<file path="src/hdl/mpus_pkg.sv">
`default_nettype none

package mpus_pkg;

  // Configuration port geometry
  localparam int unsigned CfgAddrW = 5;
  localparam int unsigned CfgDataW = 32;
  localparam int unsigned TimerW   = 16;

  // Register indexes (byte address = 4 * index)
  typedef enum logic [2:0] {
    REG_DISCHARGE    = 3'd0,
    REG_PG_TIMEOUT   = 3'd1,
    REG_SETTLE       = 3'd2,
    REG_KEY_HOLD     = 3'd3,
    REG_STATUS_TMO   = 3'd4,
    REG_REG_TIMEOUT  = 3'd5,
    REG_SPARE6       = 3'd6,
    REG_SPARE7       = 3'd7
  } reg_idx_e;

  // Register reset values, in ms ticks
  localparam logic [TimerW-1:0] DischargeRst  = 16'd1000;
  localparam logic [TimerW-1:0] PgTimeoutRst  = 16'd100;
  localparam logic [TimerW-1:0] SettleRst     = 16'd500;
  localparam logic [TimerW-1:0] KeyHoldRst    = 16'd1250;
  localparam logic [TimerW-1:0] StatusTmoRst  = 16'd5000;
  localparam logic [TimerW-1:0] RegTimeoutRst = 16'(30 * 1000);

  localparam logic [TimerW-1:0] ElapsedMax = '1;

  // Reported sequence state codes
  localparam logic [2:0] SEQ_IDLE         = 3'd0;
  localparam logic [2:0] SEQ_DISCHARGE    = 3'd1;
  localparam logic [2:0] SEQ_WAIT_PG      = 3'd2;
  localparam logic [2:0] SEQ_SETTLE       = 3'd3;
  localparam logic [2:0] SEQ_KEY          = 3'd4;
  localparam logic [2:0] SEQ_STATUS       = 3'd5;
  localparam logic [2:0] SEQ_REGISTRATION = 3'd6;
  localparam logic [2:0] SEQ_NORMAL       = 3'd7;

  // Sequencer phase, one-hot
  typedef enum logic [7:0] {
    PH_IDLE         = 8'b0000_0001,
    PH_DISCHARGE    = 8'b0000_0010,
    PH_WAIT_PG      = 8'b0000_0100,
    PH_SETTLE       = 8'b0000_1000,
    PH_KEY          = 8'b0001_0000,
    PH_STATUS       = 8'b0010_0000,
    PH_REGISTRATION = 8'b0100_0000,
    PH_NORMAL       = 8'b1000_0000
  } phase_e;

  // Timer settings from the register block to the sequencer
  typedef struct packed {
    logic [TimerW-1:0] discharge_ms;
    logic [TimerW-1:0] power_good_timeout_ms;
    logic [TimerW-1:0] settle_ms;
    logic [TimerW-1:0] key_hold_ms;
    logic [TimerW-1:0] status_timeout_ms;
    logic [TimerW-1:0] registration_timeout_ms;
  } cfg_t;

  // One result per tick
  typedef struct packed {
    logic       power_off;
    logic       key_level;
    logic       pg_drive_low;
    logic [2:0] seq_state;
    logic       ready_res;
  } result_t;

  function automatic logic [2:0] phase_code(phase_e ph);
    logic [2:0] code;
    unique case (ph)
      PH_IDLE:         code = SEQ_IDLE;
      PH_DISCHARGE:    code = SEQ_DISCHARGE;
      PH_WAIT_PG:      code = SEQ_WAIT_PG;
      PH_SETTLE:       code = SEQ_SETTLE;
      PH_KEY:          code = SEQ_KEY;
      PH_STATUS:       code = SEQ_STATUS;
      PH_REGISTRATION: code = SEQ_REGISTRATION;
      PH_NORMAL:       code = SEQ_NORMAL;
      default:         code = SEQ_IDLE;
    endcase
    return code;
  endfunction

endpackage

`default_nettype wire

</file>
<file path="src/hdl/mpus_in_if.sv">
`default_nettype none

// Tick channel: sampled pin levels
interface mpus_in_if;
  logic valid;
  logic ready;
  logic power_good_high;
  logic status_high;
  logic registered;

  modport source (output valid, output power_good_high, output status_high,
                  output registered, input ready);
  modport sink (input valid, input power_good_high, input status_high,
                input registered, output ready);
endinterface

`default_nettype wire

</file>
<file path="src/hdl/mpus_out_if.sv">
`default_nettype none

// Result channel: driven pin levels and sequence state
interface mpus_out_if;
  logic       valid;
  logic       ready;
  logic       power_off;
  logic       key_level;
  logic       pg_drive_low;
  logic [2:0] seq_state;
  logic       ready_res;

  modport source (output valid, output power_off, output key_level,
                  output pg_drive_low, output seq_state, output ready_res,
                  input ready);
  modport sink (input valid, input power_off, input key_level,
                input pg_drive_low, input seq_state, input ready_res,
                output ready);
endinterface

`default_nettype wire

</file>
<file path="src/hdl/mpus_cfg.sv">
`default_nettype none

module mpus_cfg (
  input  wire logic                           clk_i,
  input  wire logic                           rst_ni,
  input  wire logic                           psel,
  input  wire logic                           penable,
  input  wire logic                           pwrite,
  input  wire logic [mpus_pkg::CfgAddrW-1:0]  paddr,
  input  wire logic [mpus_pkg::CfgDataW-1:0]  pwdata,
  output logic      [mpus_pkg::CfgDataW-1:0]  prdata,
  output logic                                pready,
  output mpus_pkg::cfg_t                      cfg_o
);

  mpus_pkg::cfg_t   cfg_q, cfg_d;
  mpus_pkg::reg_idx_e idx;
  logic             wr_en;
  logic [mpus_pkg::TimerW-1:0] wdata;
  logic [mpus_pkg::TimerW-1:0] rdata;

  assign pready = 1'b1;
  assign idx    = mpus_pkg::reg_idx_e'(paddr[mpus_pkg::CfgAddrW-1:2]);
  assign wr_en  = psel & penable & pwrite & pready;
  assign wdata  = pwdata[mpus_pkg::TimerW-1:0];

  // Write decode; spare indexes are ignored
  always_comb begin
    cfg_d = cfg_q;
    if (wr_en) begin
      unique case (idx)
        mpus_pkg::REG_DISCHARGE:   cfg_d.discharge_ms            = wdata;
        mpus_pkg::REG_PG_TIMEOUT:  cfg_d.power_good_timeout_ms   = wdata;
        mpus_pkg::REG_SETTLE:      cfg_d.settle_ms               = wdata;
        mpus_pkg::REG_KEY_HOLD:    cfg_d.key_hold_ms             = wdata;
        mpus_pkg::REG_STATUS_TMO:  cfg_d.status_timeout_ms       = wdata;
        mpus_pkg::REG_REG_TIMEOUT: cfg_d.registration_timeout_ms = wdata;
        default:                   cfg_d = cfg_q;
      endcase
    end
  end

  // Read mux
  always_comb begin
    unique case (idx)
      mpus_pkg::REG_DISCHARGE:   rdata = cfg_q.discharge_ms;
      mpus_pkg::REG_PG_TIMEOUT:  rdata = cfg_q.power_good_timeout_ms;
      mpus_pkg::REG_SETTLE:      rdata = cfg_q.settle_ms;
      mpus_pkg::REG_KEY_HOLD:    rdata = cfg_q.key_hold_ms;
      mpus_pkg::REG_STATUS_TMO:  rdata = cfg_q.status_timeout_ms;
      mpus_pkg::REG_REG_TIMEOUT: rdata = cfg_q.registration_timeout_ms;
      default:                   rdata = '0;
    endcase
  end

  assign prdata = {{(mpus_pkg::CfgDataW - mpus_pkg::TimerW){1'b0}}, rdata};
  assign cfg_o  = cfg_q;

  always_ff @(posedge clk_i or negedge rst_ni) begin
    if (!rst_ni) begin
      cfg_q.discharge_ms            <= mpus_pkg::DischargeRst;
      cfg_q.power_good_timeout_ms   <= mpus_pkg::PgTimeoutRst;
      cfg_q.settle_ms               <= mpus_pkg::SettleRst;
      cfg_q.key_hold_ms             <= mpus_pkg::KeyHoldRst;
      cfg_q.status_timeout_ms       <= mpus_pkg::StatusTmoRst;
      cfg_q.registration_timeout_ms <= mpus_pkg::RegTimeoutRst;
    end else begin
      cfg_q <= cfg_d;
    end
  end

endmodule

`default_nettype wire

</file>
<file path="src/hdl/mpus_core.sv">
`default_nettype none

module mpus_core (
  input  wire logic        clk_i,
  input  wire logic        rst_ni,
  input  wire mpus_pkg::cfg_t cfg_i,
  mpus_in_if.sink          in_i,
  mpus_out_if.source       out_o
);

  mpus_pkg::phase_e            phase_q, phase_d;
  logic [mpus_pkg::TimerW-1:0] elapsed_q, elapsed_d, el_inc;
  logic                        power_off_q, power_off_d;
  logic                        key_rel_q, key_rel_d;
  logic                        pg_drv_q, pg_drv_d;
  mpus_pkg::result_t           res_q, res_d;
  logic                        out_valid_q;
  logic                        accept;
  logic                        go;

  // Take a request whenever the result register is empty or being drained
  assign in_i.ready = ~out_valid_q | out_o.ready;
  assign accept     = in_i.valid & in_i.ready;

  // Saturating tick count
  assign el_inc = (elapsed_q == mpus_pkg::ElapsedMax) ? elapsed_q : elapsed_q + 1'b1;

  // Sequencer next state; any transition clears the count
  always_comb begin
    phase_d     = phase_q;
    power_off_d = power_off_q;
    key_rel_d   = key_rel_q;
    pg_drv_d    = pg_drv_q;
    go          = 1'b0;
    unique case (phase_q)
      mpus_pkg::PH_IDLE: begin
        power_off_d = 1'b1;
        pg_drv_d    = 1'b1;
        phase_d     = mpus_pkg::PH_DISCHARGE;
        go          = 1'b1;
      end
      mpus_pkg::PH_DISCHARGE: begin
        if (el_inc > cfg_i.discharge_ms) begin
          pg_drv_d    = 1'b0;
          power_off_d = 1'b0;
          phase_d     = mpus_pkg::PH_WAIT_PG;
          go          = 1'b1;
        end
      end
      mpus_pkg::PH_WAIT_PG: begin
        priority if (in_i.power_good_high) begin
          phase_d = mpus_pkg::PH_SETTLE;
          go      = 1'b1;
        end else if (el_inc > cfg_i.power_good_timeout_ms) begin
          phase_d = mpus_pkg::PH_IDLE;
          go      = 1'b1;
        end
      end
      mpus_pkg::PH_SETTLE: begin
        if (el_inc > cfg_i.settle_ms) begin
          key_rel_d = 1'b0;
          phase_d   = mpus_pkg::PH_KEY;
          go        = 1'b1;
        end
      end
      mpus_pkg::PH_KEY: begin
        if (el_inc > cfg_i.key_hold_ms) begin
          key_rel_d = 1'b1;
          phase_d   = mpus_pkg::PH_STATUS;
          go        = 1'b1;
        end
      end
      mpus_pkg::PH_STATUS: begin
        priority if (in_i.status_high) begin
          phase_d = mpus_pkg::PH_REGISTRATION;
          go      = 1'b1;
        end else if (el_inc > cfg_i.status_timeout_ms) begin
          phase_d = mpus_pkg::PH_IDLE;
          go      = 1'b1;
        end
      end
      mpus_pkg::PH_REGISTRATION: begin
        // timeout wins over registration on the same tick
        priority if (el_inc > cfg_i.registration_timeout_ms) begin
          phase_d = mpus_pkg::PH_IDLE;
          go      = 1'b1;
        end else if (in_i.registered) begin
          phase_d = mpus_pkg::PH_NORMAL;
          go      = 1'b1;
        end
      end
      mpus_pkg::PH_NORMAL: begin
        phase_d = mpus_pkg::PH_NORMAL;
      end
      default: begin
        phase_d = mpus_pkg::PH_IDLE;
        go      = 1'b1;
      end
    endcase
    elapsed_d = go ? '0 : el_inc;
  end

  // Result from the post-update state
  always_comb begin
    res_d.power_off    = power_off_d;
    res_d.key_level    = key_rel_d;
    res_d.pg_drive_low = pg_drv_d;
    res_d.seq_state    = mpus_pkg::phase_code(phase_d);
    res_d.ready_res    = (phase_d == mpus_pkg::PH_NORMAL);
  end

  always_ff @(posedge clk_i or negedge rst_ni) begin
    if (!rst_ni) begin
      phase_q     <= mpus_pkg::PH_IDLE;
      elapsed_q   <= '0;
      power_off_q <= 1'b1;
      key_rel_q   <= 1'b1;
      pg_drv_q    <= 1'b0;
      out_valid_q <= 1'b0;
    end else begin
      if (accept) begin
        phase_q     <= phase_d;
        elapsed_q   <= elapsed_d;
        power_off_q <= power_off_d;
        key_rel_q   <= key_rel_d;
        pg_drv_q    <= pg_drv_d;
      end
      out_valid_q <= accept | (out_valid_q & ~out_o.ready);
    end
  end

  // Result payload register
  always_ff @(posedge clk_i) begin
    if (accept) begin
      res_q <= res_d;
    end
  end

  assign out_o.valid        = out_valid_q;
  assign out_o.power_off    = res_q.power_off;
  assign out_o.key_level    = res_q.key_level;
  assign out_o.pg_drive_low = res_q.pg_drive_low;
  assign out_o.seq_state    = res_q.seq_state;
  assign out_o.ready_res    = res_q.ready_res;

`ifndef ASSERT_OFF
  a_accept_gives_result: assert property (@(posedge clk_i) disable iff (!rst_ni)
    accept |=> out_valid_q)
    else $error("accepted tick produced no result");

  a_key_only_in_key: assert property (@(posedge clk_i) disable iff (!rst_ni)
    (out_valid_q && !res_q.key_level) |-> (res_q.seq_state == mpus_pkg::SEQ_KEY))
    else $error("key pressed outside key phase");

  a_pg_follows_power: assert property (@(posedge clk_i) disable iff (!rst_ni)
    out_valid_q |-> (res_q.pg_drive_low == res_q.power_off))
    else $error("power-good drive and power cut disagree");

  a_ready_flag: assert property (@(posedge clk_i) disable iff (!rst_ni)
    out_valid_q |-> (res_q.ready_res == (res_q.seq_state == mpus_pkg::SEQ_NORMAL)))
    else $error("ready flag does not match normal state");
`endif

endmodule

`default_nettype wire

</file>
<file path="src/hdl/modem_power_up_sequencer_top.sv">
`default_nettype none

// The result of a tick is registered at the accepting edge and is valid in the next cycle.
// Throughput: one tick per clock cycle; the single result register is drained and refilled
//   in the same cycle, so the input only stalls while that register is held by the sink.
// Reset (rst_ni, async low): sequencer idle, count zero, power cut, key released,
//   power-good not driven, result register empty, timer registers at their defaults.
module modem_power_up_sequencer_top (
  input  wire logic                           clk_i,
  input  wire logic                           rst_ni,
  input  wire logic                           psel,
  input  wire logic                           penable,
  input  wire logic                           pwrite,
  input  wire logic [mpus_pkg::CfgAddrW-1:0]  paddr,
  input  wire logic [mpus_pkg::CfgDataW-1:0]  pwdata,
  output logic      [mpus_pkg::CfgDataW-1:0]  prdata,
  output logic                                pready,
  mpus_in_if.sink                             in_i,
  mpus_out_if.source                          out_o
);

  mpus_pkg::cfg_t cfg;

  // Timer registers
  mpus_cfg u_cfg (
    .clk_i   (clk_i),
    .rst_ni  (rst_ni),
    .psel    (psel),
    .penable (penable),
    .pwrite  (pwrite),
    .paddr   (paddr),
    .pwdata  (pwdata),
    .prdata  (prdata),
    .pready  (pready),
    .cfg_o   (cfg)
  );

  // Sequencer and result register
  mpus_core u_core (
    .clk_i  (clk_i),
    .rst_ni (rst_ni),
    .cfg_i  (cfg),
    .in_i   (in_i),
    .out_o  (out_o)
  );

endmodule

`default_nettype wire
</file>
<file path="src/flat_wrapper.sv">
// flat-port wrapper written by rule: the top's interface ports become plain ports
module modem_power_up_sequencer_top_flat 
  (clk_i, rst_ni, psel, penable, pwrite, paddr, pwdata, prdata, pready, in_i_valid, in_i_power_good_high, in_i_status_high, in_i_registered, in_i_ready, out_o_valid, out_o_power_off, out_o_key_level, out_o_pg_drive_low, out_o_seq_state, out_o_ready_res, out_o_ready);
  mpus_in_if in_i_i ();
  mpus_out_if out_o_i ();
  input  wire logic clk_i;
  input  wire logic rst_ni;
  input  wire logic psel;
  input  wire logic penable;
  input  wire logic pwrite;
  input  wire logic [mpus_pkg::CfgAddrW-1:0] paddr;
  input  wire logic [mpus_pkg::CfgDataW-1:0] pwdata;
  output logic      [mpus_pkg::CfgDataW-1:0] prdata;
  output logic pready;
  input wire logic [$bits(in_i_i.valid)-1:0] in_i_valid;
  input wire logic [$bits(in_i_i.power_good_high)-1:0] in_i_power_good_high;
  input wire logic [$bits(in_i_i.status_high)-1:0] in_i_status_high;
  input wire logic [$bits(in_i_i.registered)-1:0] in_i_registered;
  output wire logic [$bits(in_i_i.ready)-1:0] in_i_ready;
  output wire logic [$bits(out_o_i.valid)-1:0] out_o_valid;
  output wire logic [$bits(out_o_i.power_off)-1:0] out_o_power_off;
  output wire logic [$bits(out_o_i.key_level)-1:0] out_o_key_level;
  output wire logic [$bits(out_o_i.pg_drive_low)-1:0] out_o_pg_drive_low;
  output wire logic [$bits(out_o_i.seq_state)-1:0] out_o_seq_state;
  output wire logic [$bits(out_o_i.ready_res)-1:0] out_o_ready_res;
  input wire logic [$bits(out_o_i.ready)-1:0] out_o_ready;
  assign in_i_i.valid = in_i_valid;
  assign in_i_i.power_good_high = in_i_power_good_high;
  assign in_i_i.status_high = in_i_status_high;
  assign in_i_i.registered = in_i_registered;
  assign in_i_ready = in_i_i.ready;
  assign out_o_valid = out_o_i.valid;
  assign out_o_power_off = out_o_i.power_off;
  assign out_o_key_level = out_o_i.key_level;
  assign out_o_pg_drive_low = out_o_i.pg_drive_low;
  assign out_o_seq_state = out_o_i.seq_state;
  assign out_o_ready_res = out_o_i.ready_res;
  assign out_o_i.ready = out_o_ready;
  modem_power_up_sequencer_top u_core (.clk_i(clk_i), .rst_ni(rst_ni), .psel(psel), .penable(penable), .pwrite(pwrite), .paddr(paddr), .pwdata(pwdata), .prdata(prdata), .pready(pready), .in_i(in_i_i), .out_o(out_o_i));
endmodule
</file>
<file path="config.mk">
export PLATFORM = sky130hd
export DESIGN_NAME = modem_power_up_sequencer_top_flat
export DESIGN_NICKNAME = d
export VERILOG_FILES = /design/src/hdl/mpus_pkg.sv /design/src/hdl/mpus_in_if.sv /design/src/hdl/mpus_out_if.sv /design/src/hdl/mpus_cfg.sv /design/src/hdl/mpus_core.sv /design/src/hdl/modem_power_up_sequencer_top.sv /design/src/flat_wrapper.sv
export SDC_FILE = /design/constraint.sdc
export NUM_CORES = 1
export LEC_CHECK = 0
export BUFFER_PORTS_ARGS = -buffer_cell sky130_fd_sc_hd__buf_2
export CAP_MARGIN = 0
export CORE_ASPECT_RATIO = 1.4
export CORE_MARGIN = 1
export CORE_UTILIZATION = 35
export CTS_CLUSTER_DIAMETER = 30
export DETAILED_ROUTE_END_ITERATION = 16
export HOLD_SLACK_MARGIN = 0.02
export PLACE_DENSITY = 0.49
export SLEW_MARGIN = 5
export SYNTH_ARGS = -nofsm -noshare
export SYNTH_HDL_FRONTEND = slang
export SYNTH_HIERARCHICAL = 1
export SYNTH_SLANG_ARGS = --single-unit
</file>
<file path="constraint.sdc">
create_clock -name clk_i -period 7.3 [get_ports clk_i]
set_input_delay 0.73 -clock clk_i [delete_from_list [all_inputs] [get_ports clk_i]]
set_output_delay 0.73 -clock clk_i [all_outputs]
set_load 0.005 [all_outputs]
</file>
==> impl_metrics.toml, run 1 <==
[sta]
whs_ns = 0.355
hold_viol = 0
min_period_ns = 5.56
worst_slack_ns = 1.74
relSlewSlack_pct = 38.4
rsz0062_at_grt = "false"
setup_viol = 0
finalClockSkew_ns = 0.0124
worst_pin_slew_ns = 0.923
drv_slew = 0
max_freq_ghz = 0.180
fin_crit_sh_pct = 76.2
fin_tns_setup_ns = 0

[drt]
vias_per_cell = 5.31
post_drt_wl_per_cell_um = 19.9
totalWireLength_um = 26000
drtAntennaViolNets = 0
drtIter0Drc = 383
drc = 0
vias = 6933
firstDrtPassIters = 5

[setup_path]
endpoint_kind = "flop"
cp_max_fo = 21
worstSetupStartpoint = "u_core/u_core/elapsed_q[0]"
required_ns = 7.66
reg2reg_from = "u_core/u_core/elapsed_q[0]"
setup.worst_path.end = "u_core/u_core/elapsed_q[13]"
path_class = "flop to flop"
cp.arrival_ns = 5.93
critPathLaunchType = "flop"
r2r_slack_ns = 1.74
worst-r2r-cell-count = 20
r2r_end = "u_core/u_core/elapsed_q[13]"

[synth]
yosys-top-cells-area = "dfrtp_1 (24%), ha_1 (12%), dfstp_2 (9.9%)"
yosys_register_bits = 131
synth_top_area_cell = "dfrtp_1"
synth-edff-count = 7
netlist_instances = 921
ys_dominant_reg_cell = "dfrtp_1"
synth_common_cells = "inv_1 (101), ha_1 (91), dfrtp_1 (89)"
synthArstFlopShare_pct = 94.7
seq_area_frac_synth_pct = 36.0
yosysUniqueCellTypes = 85
yosysTopAreaCellShare_pct = 23.9
ys_warn_count = 6
yosysMostFrequentCell = "inv_1"
syn_avg_cell_area_um2 = 10.1
synth_area_um2 = 9330

[final_layout]
fill_cells = 2617
multi_input_area_um2 = 5340
drive_gt1_share_pct = 21.6
syn_to_final_growth_pct = 11.6
finalNetCount = 1107
final_cell_count_no_fill = 1306
register_area_um2 = 3360
diodes = 0

[floorplanning]
io_pins = 89
start_util_pct = 35.6
die_x_um = 140
design.core.area_um2 = 26200
dieArea_um2 = 27300
num_rows = 70
die_h_um = 195

[global_route]
grt_remaining_overflow = 0
grt_first_pass_wirelength_um = 41400
antenna_found_initial = 0
grt_pass1_vias = 7146
grt_max_degree = 70
grt_usage_pct = 20.1

[status]
status = "finished, final reports clean"

[worst_hold_path]
worst_hold_path_type = "input pin to asynchronous set/reset pin"

[cts]
clock-sinks = 131
post-cts-setup-buffer-count = 0
cts_buffers = 17
cts_resized = 0
clk_pin_slew_worst_paths_ns = 0.06
clk_path_buf_depth = 2
postCtsHoldBufs = 0
cts_tree = "built"
root_buffer = "clkbuf_16"
htree_num_levels = 4
clock_latency_ns = 0.43

[power]
vdd_drop_max_uv = 155
power_w = 0.00259
power.density_nw_per_um2 = 249
p_leak_nw = 5.00

[place]
placedCellCount = 1274
pre_cts_slack_ns = 1.82
port_buffers = 53
routabilityCongestion = 0.850
dp_hpwl_um = 19300

[job]
drv_cap = 0
registers in the layout (all words and copies together) (netlist names):
register	cells
u_core/u_core/phase_q	8
u_core/u_core/out_o.pg_drive_low	1
u_core/u_core/pg_drv_q	1
u_core/u_core/out_o.key_level	1
u_core/u_cfg/cfg_o	96
u_core/u_core/power_off_q	1
u_core/u_core/out_o.seq_state	3
u_core/u_core/out_o.valid	1
u_core/u_core/out_o.power_off	1
u_core/u_core/out_o.ready_res	1
u_core/u_core/key_rel_q	1
u_core/u_core/elapsed_q	16
worst max-delay path, stage by stage, from the launching register on:
cell      delay [ns]
dfrtp_1         0.60
ha_1            0.30
nand3_2         0.18
nor4_1          0.51
nor2_1          0.15
nand3_1         0.20
nor2_1          0.07
nand3_1         0.19
or3_1           0.16
nand2_1         0.24
ha_1            0.42
nand4_1         0.22
nor4_1          0.55
a21boi_0        0.25
a221oi_1        0.13
o31a_1          0.31
a211o_1         0.28
nor4_2          0.15
buf_4           0.29
and3_1          0.18
a221o_1         0.11
cells by family (layout without fill, tap and decap cells):
logic type	count (synthesis)	after routing	synth area share, %
XOR/XNOR	16	16	1.65
AND/OR/NAND/NOR	230	230	14.3
AO/OA/AOI/OAI	169	169	12.3
buffers and inverters	146	192	7.51
multiplexers	136	136	16.0
flip-flops	131	131	36.0
adder cells (fa/ha/maj)	91	91	12.2
other	2	17	0.0805
stage by stage:
stage	cell area, um2	util, %
final	10400	39.8
after global routing	10400	39.8
after CTS	10400	39.8
after detailed placement	9790	37.4
after global placement	9790	37.4
after floorplan	9390	-
cells in the final DEF (no fill, tap or decap), types with 8 or more instances in the layout:
master       n
nand3_1     27
mux2i_1     28
mux2_1      50
mux2_2      58
dfstp_2     35
nor2_1      44
o21ai_0     27
inv_1      101
a211oi_1     9
conb_1      17
nand2_1     57
a31oi_1      8
xnor2_1      8
a21oi_1     39
ha_1        91
nand4_1     16
dfrtp_1     89
a211o_1      8
clkbuf_16   17
o21ai_1     11
buf_2       52
a21o_1      15
layer usage:
metal	GRT usage (%)	wire, um
met1	24.6	11400
met3	2.62	565
met2	36.1	13500
met5	0	0
met4	6.92	567
worst min path at each step:
| stage | startpoint | endpoint | slack, ns | cells past startpoint |
|---|---|---|---|---|
| 4_1_cts | rst_ni | u_core/u_core/phase_q[5] | 0.39 | 1 |
| 2_1_floorplan | rst_ni | u_core/u_cfg/cfg_o[0] | 0.43 | 0 |
| 3_3_place_gp | u_core/u_core/power_off_q | u_core/u_core/power_off_q | 0.45 | 2 |
| 5_1_grt | rst_ni | u_core/u_core/phase_q[5] | 0.42 | 1 |
| 6_report | rst_ni | u_core/u_core/phase_q[5] | 0.35 | 1 |
| 3_5_place_dp | u_core/u_core/power_off_q | u_core/u_core/power_off_q | 0.45 | 2 |
area by class of cell:
class / count / share of cell area, %
multi-input cells: 659 / 51.2
flip-flops and latches: 131 / 32.2
clock buffers: 19 / 4.25
well taps: 324 / 3.89
inverters: 102 / 3.68
repair buffers: 58 / 2.93
clock inverters: 13 / 1.77
power breakdown:
group	internal [W]	switching, W	total (W)	leakage (nW)
Clock	0.000579	0.000343	0.000922	0.290
Combinational	0.000290	0.000370	0.000660	3.12
Sequential	0.000899	0.000113	0.00101	1.59
(Power assumes the default switching activity.)
==> inputs of run 2 (changes only) <==
==> constraint.sdc (replaced) <==
create_clock -name clk_i -period 5.4 [get_ports clk_i]
set_input_delay 0.54 -clock clk_i [delete_from_list [all_inputs] [get_ports clk_i]]
set_output_delay 0.54 -clock clk_i [all_outputs]
set_load 0.005 [all_outputs]
==> impl_metrics.toml, run 2 (same netlist as run 1, synthesis figures left out) <==
[cts]
clk_pin_slew_worst_paths_ns = 0.06
htree_num_levels = 4
clk_path_buf_depth = 2
root_buffer = "clkbuf_16"
post-cts-setup-buffer-count = 0
cts_buffers = 17
cts_resized = 0
clock_latency_ns = 0.43
cts_tree = "built"
postCtsHoldBufs = 0
clock-sinks = 131

[drt]
post_drt_wl_per_cell_um = 19.7
met3_length_um = 627
drtAntennaViolNets = 0
drt-met1-wl_um = 11400
wl_met2_um = 13200
firstDrtPassIters = 5
drc = 0
totalWireLength_um = 25900
drtIter0Drc = 360
highest_layer = "met4"
vias = 6967
vias_per_cell = 5.31

[job]
drv_cap = 0

[floorplanning]
start_util_pct = 35.6
io_pins = 89
dieArea_um2 = 27300
die_x_um = 140
die_h_um = 195
design.core.area_um2 = 26200
num_rows = 70

[power]
power.density_nw_per_um2 = 327
vdd_drop_max_uv = 207
p_leak_nw = 5.02

[setup_path]
endpoint_kind = "flop"
path_class = "flop to flop"
cp.arrival_ns = 5.41
cp_max_fo = 21
critPathLaunchType = "flop"
required_ns = 5.76

[sta]
drv_slew = 0
hold_viol = 0
max_freq_ghz = 0.198
min_period_ns = 5.04
relSlewSlack_pct = 46.3
fin_crit_sh_pct = 93.4
finalClockSkew_ns = 0.0119
rsz0062_at_grt = "false"
setup_viol = 0
worst_pin_slew_ns = 0.800
fin_tns_setup_ns = 0

[final_layout]
syn_to_final_growth_pct = 11.6
diodes = 0
layout_commonest_cell = "inv_1"
fill_cells = 2600
mostFrequentLayoutCells = "inv_1 (101), ha_1 (91), dfrtp_1 (89)"
largest_reg_flops = 96
finalNetCount = 1114
drive_gt1_share_pct = 22.0
utilization_pct = 39.8

[place]
dp_hpwl_um = 19700
routabilityCongestion = 0.873
port_buffers = 53

[status]
status = "finished, final reports clean"

[global_route]
grt_remaining_overflow = 0
antenna_found_initial = 0
grt_max_degree = 55
grt_pass1_vias = 7091
grt_first_pass_wirelength_um = 41300
grt_usage_pct = 20.1

[worst_hold_path]
worst_hold_path_type = "input pin to asynchronous set/reset pin"
## run 2: path summary, 6_finish.rpt
kind	slack (ns)	to	startpoint	depth (start not counted)
setup reg to reg	0.36	u_core/u_core/elapsed_q[5]	u_core/u_core/elapsed_q[1]	20
hold reg to reg	0.46	u_core/u_core/power_off_q	u_core/u_core/power_off_q	2
max in group asynchronous	4.10	u_core/u_cfg/cfg_o[78]	rst_ni	2
setup / recovery	0.36	u_core/u_core/elapsed_q[5]	u_core/u_core/elapsed_q[1]	20
min in group clk_i	0.32	u_core/u_core/out_o.valid	in_i_valid	2
hold / removal	0.14	u_core/u_core/phase_q[5]	rst_ni	1
## run 2: area by class of cell
| type | count | area [um2] | area share (%) |
|---|---|---|---|
| well taps | 324 | 405 | 3.89 |
| clock inverters | 9 | 105 | 1.01 |
| clock buffers | 23 | 468 | 4.49 |
| flip-flops and latches | 131 | 3360 | 32.2 |
| repair buffers | 65 | 358 | 3.44 |
| multi-input cells | 659 | 5340 | 51.3 |
| inverters | 102 | 383 | 3.68 |
## run 2: per-stage QoR
step | power [W] | hold slack, ns | cells | worst slack (ns) | area, um2
floorplan | 0.00197 | 0.244 | 936 | 1.20 | 9390
global placement | 0.00226 | 0.451 | 1281 | 0.405 | 9840
detailed placement | 0.00227 | 0.458 | 1281 | 0.429 | 9840
CTS | 0.00344 | 0.191 | 1313 | 0.361 | 10400
global route | 0.00362 | 0.204 | 1313 | 0.0176 | 10400
finish | 0.00340 | 0.144 | 1313 | 0.357 | 10400
## run 2: critical path, cell delays in order (launching register included)
cell and delay [ns]:
dfrtp_1 0.40, ha_1 0.25, nand3_2 0.17, nor4_1 0.52, nor2_1 0.16, nand3_1 0.21
nor2_1 0.07, nand3_1 0.18, or3_1 0.16, nand2_1 0.20, ha_1 0.39, nand4_1 0.18
nor4_1 0.39, a21boi_0 0.24, a221oi_1 0.13, o31a_1 0.31, a211o_1 0.29, nor4_2 0.15
buf_4 0.29, a21boi_1 0.20, a21o_1 0.10
## run 2: routing by layer
metal / GRT usage (%) / up-vias
met5: 0 / -
met2: 35.2 / 120
met1: 24.6 / 3440
li1: - / 3376
met3: 3.02 / 31
met4: 7.86 / 0
## run 2: where the power goes
part	leakage, nW	switching (W)	total [W]	internal (W)
logic	3.15	0.000497	0.000894	0.000397
registers	1.59	0.000150	0.00136	0.00122
clock network	0.277	0.000442	0.00114	0.000702
total	5.02	0.00109	0.00340	0.00231
==> inputs of run 3 (changes only) <==
--- a/config.mk
+++ b/config.mk
@@ -7,9 +7,10 @@
 export LEC_CHECK = 0
 export BUFFER_PORTS_ARGS = -buffer_cell sky130_fd_sc_hd__buf_2
 export CAP_MARGIN = 0
-export CORE_ASPECT_RATIO = 1.4
+export CORE_ASPECT_RATIO = 0.7
 export CORE_MARGIN = 1
 export CORE_UTILIZATION = 35
+export CTS_BUF_LIST = sky130_fd_sc_hd__clkbuf_8
 export CTS_CLUSTER_DIAMETER = 30
 export DETAILED_ROUTE_END_ITERATION = 16
 export HOLD_SLACK_MARGIN = 0.02
==> impl_metrics.toml, run 3 (same netlist as run 1, synthesis figures left out) <==
[floorplanning]
start_util_pct = 36.0
num_rows = 49
die_h_um = 139
die_x_um = 197
design.core.area_um2 = 25900
io_pins = 89
dieArea_um2 = 27300

[cts]
clk_pin_slew_worst_paths_ns = 0.08
clk_path_buf_depth = 2
clock_latency_ns = 0.49
htree_num_levels = 4
root_buffer = "clkbuf_8"
cts_tree = "built"
cts_buffers = 17
clock-sinks = 131

[final_layout]
syn_to_final_growth_pct = 10.7
drive_gt1_share_pct = 22.3
mostFrequentLayoutCells = "inv_1 (105), ha_1 (91), dfrtp_1 (89)"
finalNetCount = 1113
diodes = 0
layout_commonest_cell = "inv_1"
largest_reg_flops = 96

[drt]
drtIter0Drc = 486
firstDrtPassIters = 5
drc = 0
vias_per_cell = 5.25
post_drt_wl_per_cell_um = 19.6
drtAntennaViolNets = 0
vias = 7063
totalWireLength_um = 26400

[status]
status = "finished, final reports clean"

[setup_path]
cp.arrival_ns = 5.39
path_class = "flop to flop"
endpoint_kind = "flop"
required_ns = 5.83
critPathLaunchType = "flop"
cp_max_fo = 21

[sta]
fin_crit_sh_pct = 91.7
drv_slew = 0
hold_viol = 0
rsz0062_at_grt = "false"
finalClockSkew_ns = 0.0133
relSlewSlack_pct = 38.6
min_period_ns = 4.95
worst_pin_slew_ns = 0.919
fin_tns_setup_ns = 0
setup_viol = 0
max_freq_ghz = 0.202

[power]
power_w = 0.00321
p_leak_nw = 4.98
power.density_nw_per_um2 = 311
vdd_drop_max_uv = 180

[global_route]
grt_max_degree = 57
antenna_found_initial = 0
grt_remaining_overflow = 0
grt_first_pass_wirelength_um = 41900
grt_pass1_vias = 6843
grt_usage_pct = 20.6

[place]
dp_hpwl_um = 19800
port_buffers = 53
routabilityCongestion = 0.872

[worst_hold_path]
worst_hold_path_type = "input pin to asynchronous set/reset pin"

[job]
drv_cap = 0
## run 3: cell count changes in the layout (fill, tap and decap cells not counted), moves of 2 or more
cell	delta
clkbuf_16	-17
clkbuf_8	+15
clkbuf_1	-4
inv_1	+4
bufinv_16	+3
nor4_1	-2
nor4_2	+2
## run 3: critical path, stage by stage (launching register included)
cell       delay (ns)
dfrtp_1          0.42
ha_1             0.25
nand3_2          0.17
nor4_2           0.09
nor2_1           0.19
nand3_1          0.19
or2_2            0.34
and2_1           0.17
or2_2            0.37
ha_1             0.34
a211oi_1         0.24
o21ai_0          0.12
a2111oi_1        0.62
o211a_1          0.28
o211ai_1         0.14
a21o_1           0.18
nor4_2           0.20
buf_4            0.29
a21boi_1         0.21
a21o_1           0.10
## run 3: final cells by class
type                    instances  area [um2]
repair buffers                 64         350
clock buffers                  17         234
flip-flops and latches        131        3360
fillers                      2621       15600
well taps                     357         447
clock inverters                15         200
multi-input cells             659        5360
inverters                     102         383
## run 3: repair_timing
| item | CTS | global route |
|---|---|---|
| gates resized for setup | 0 | 4 |
| hold buffers | 0 | 0 |
| setup buffers | 0 | 0 |
| setup endpoints to repair | 0 | 19 |
## run 3: final timing paths
check	end	cells past startpoint	slack (ns)	start
hold reg to reg	u_core/u_core/power_off_q	2	0.47	u_core/u_core/power_off_q
setup reg to reg	u_core/u_core/elapsed_q[5]	19	0.45	u_core/u_core/elapsed_q[1]
hold / removal	u_core/u_cfg/cfg_o[59]	1	0.11	rst_ni
max in group asynchronous	u_core/u_cfg/cfg_o[51]	2	4.10	rst_ni
setup / recovery	u_core/u_core/elapsed_q[5]	19	0.45	u_core/u_core/elapsed_q[1]
min in group clk_i	u_core/u_core/out_o.valid	2	0.24	in_i_valid
## run 3: metrics by stage
step                worst slack, ns  util (%)  instances  cell area (um2)  hold slack [ns]
floorplan                      1.20         -        936             9390            0.244
global placement              0.274      38.1       1313             9870            0.455
detailed placement            0.198      38.1       1313             9870            0.459
CTS                           0.165      39.8       1345            10300            0.111
global route                0.00997      39.8       1345            10300            0.155
finish                        0.447      39.8       1345            10300            0.111
## run 3: power breakdown
part | internal [W] | leakage (nW) | total, W | switching, W
combinational | 0.000398 | 3.16 | 0.000916 | 0.000518
clock | 0.000538 | 0.230 | 0.000942 | 0.000404
sequential | 0.00121 | 1.59 | 0.00136 | 0.000143
## run 3: per-layer routing
| metal | part of all wire (%) | up-vias | wire [um] | track usage, % |
|---|---|---|---|---|
| met5 | 0 | - | 0 | 0 |
| met4 | 1.4 | 0 | 357 | 6.61 |
| met3 | 5.1 | 23 | 1340 | 4.30 |
| met2 | 39 | 161 | 10200 | 26.6 |
| met1 | 55 | 3491 | 14500 | 32.9 |
| li1 | - | 3388 | - | - |
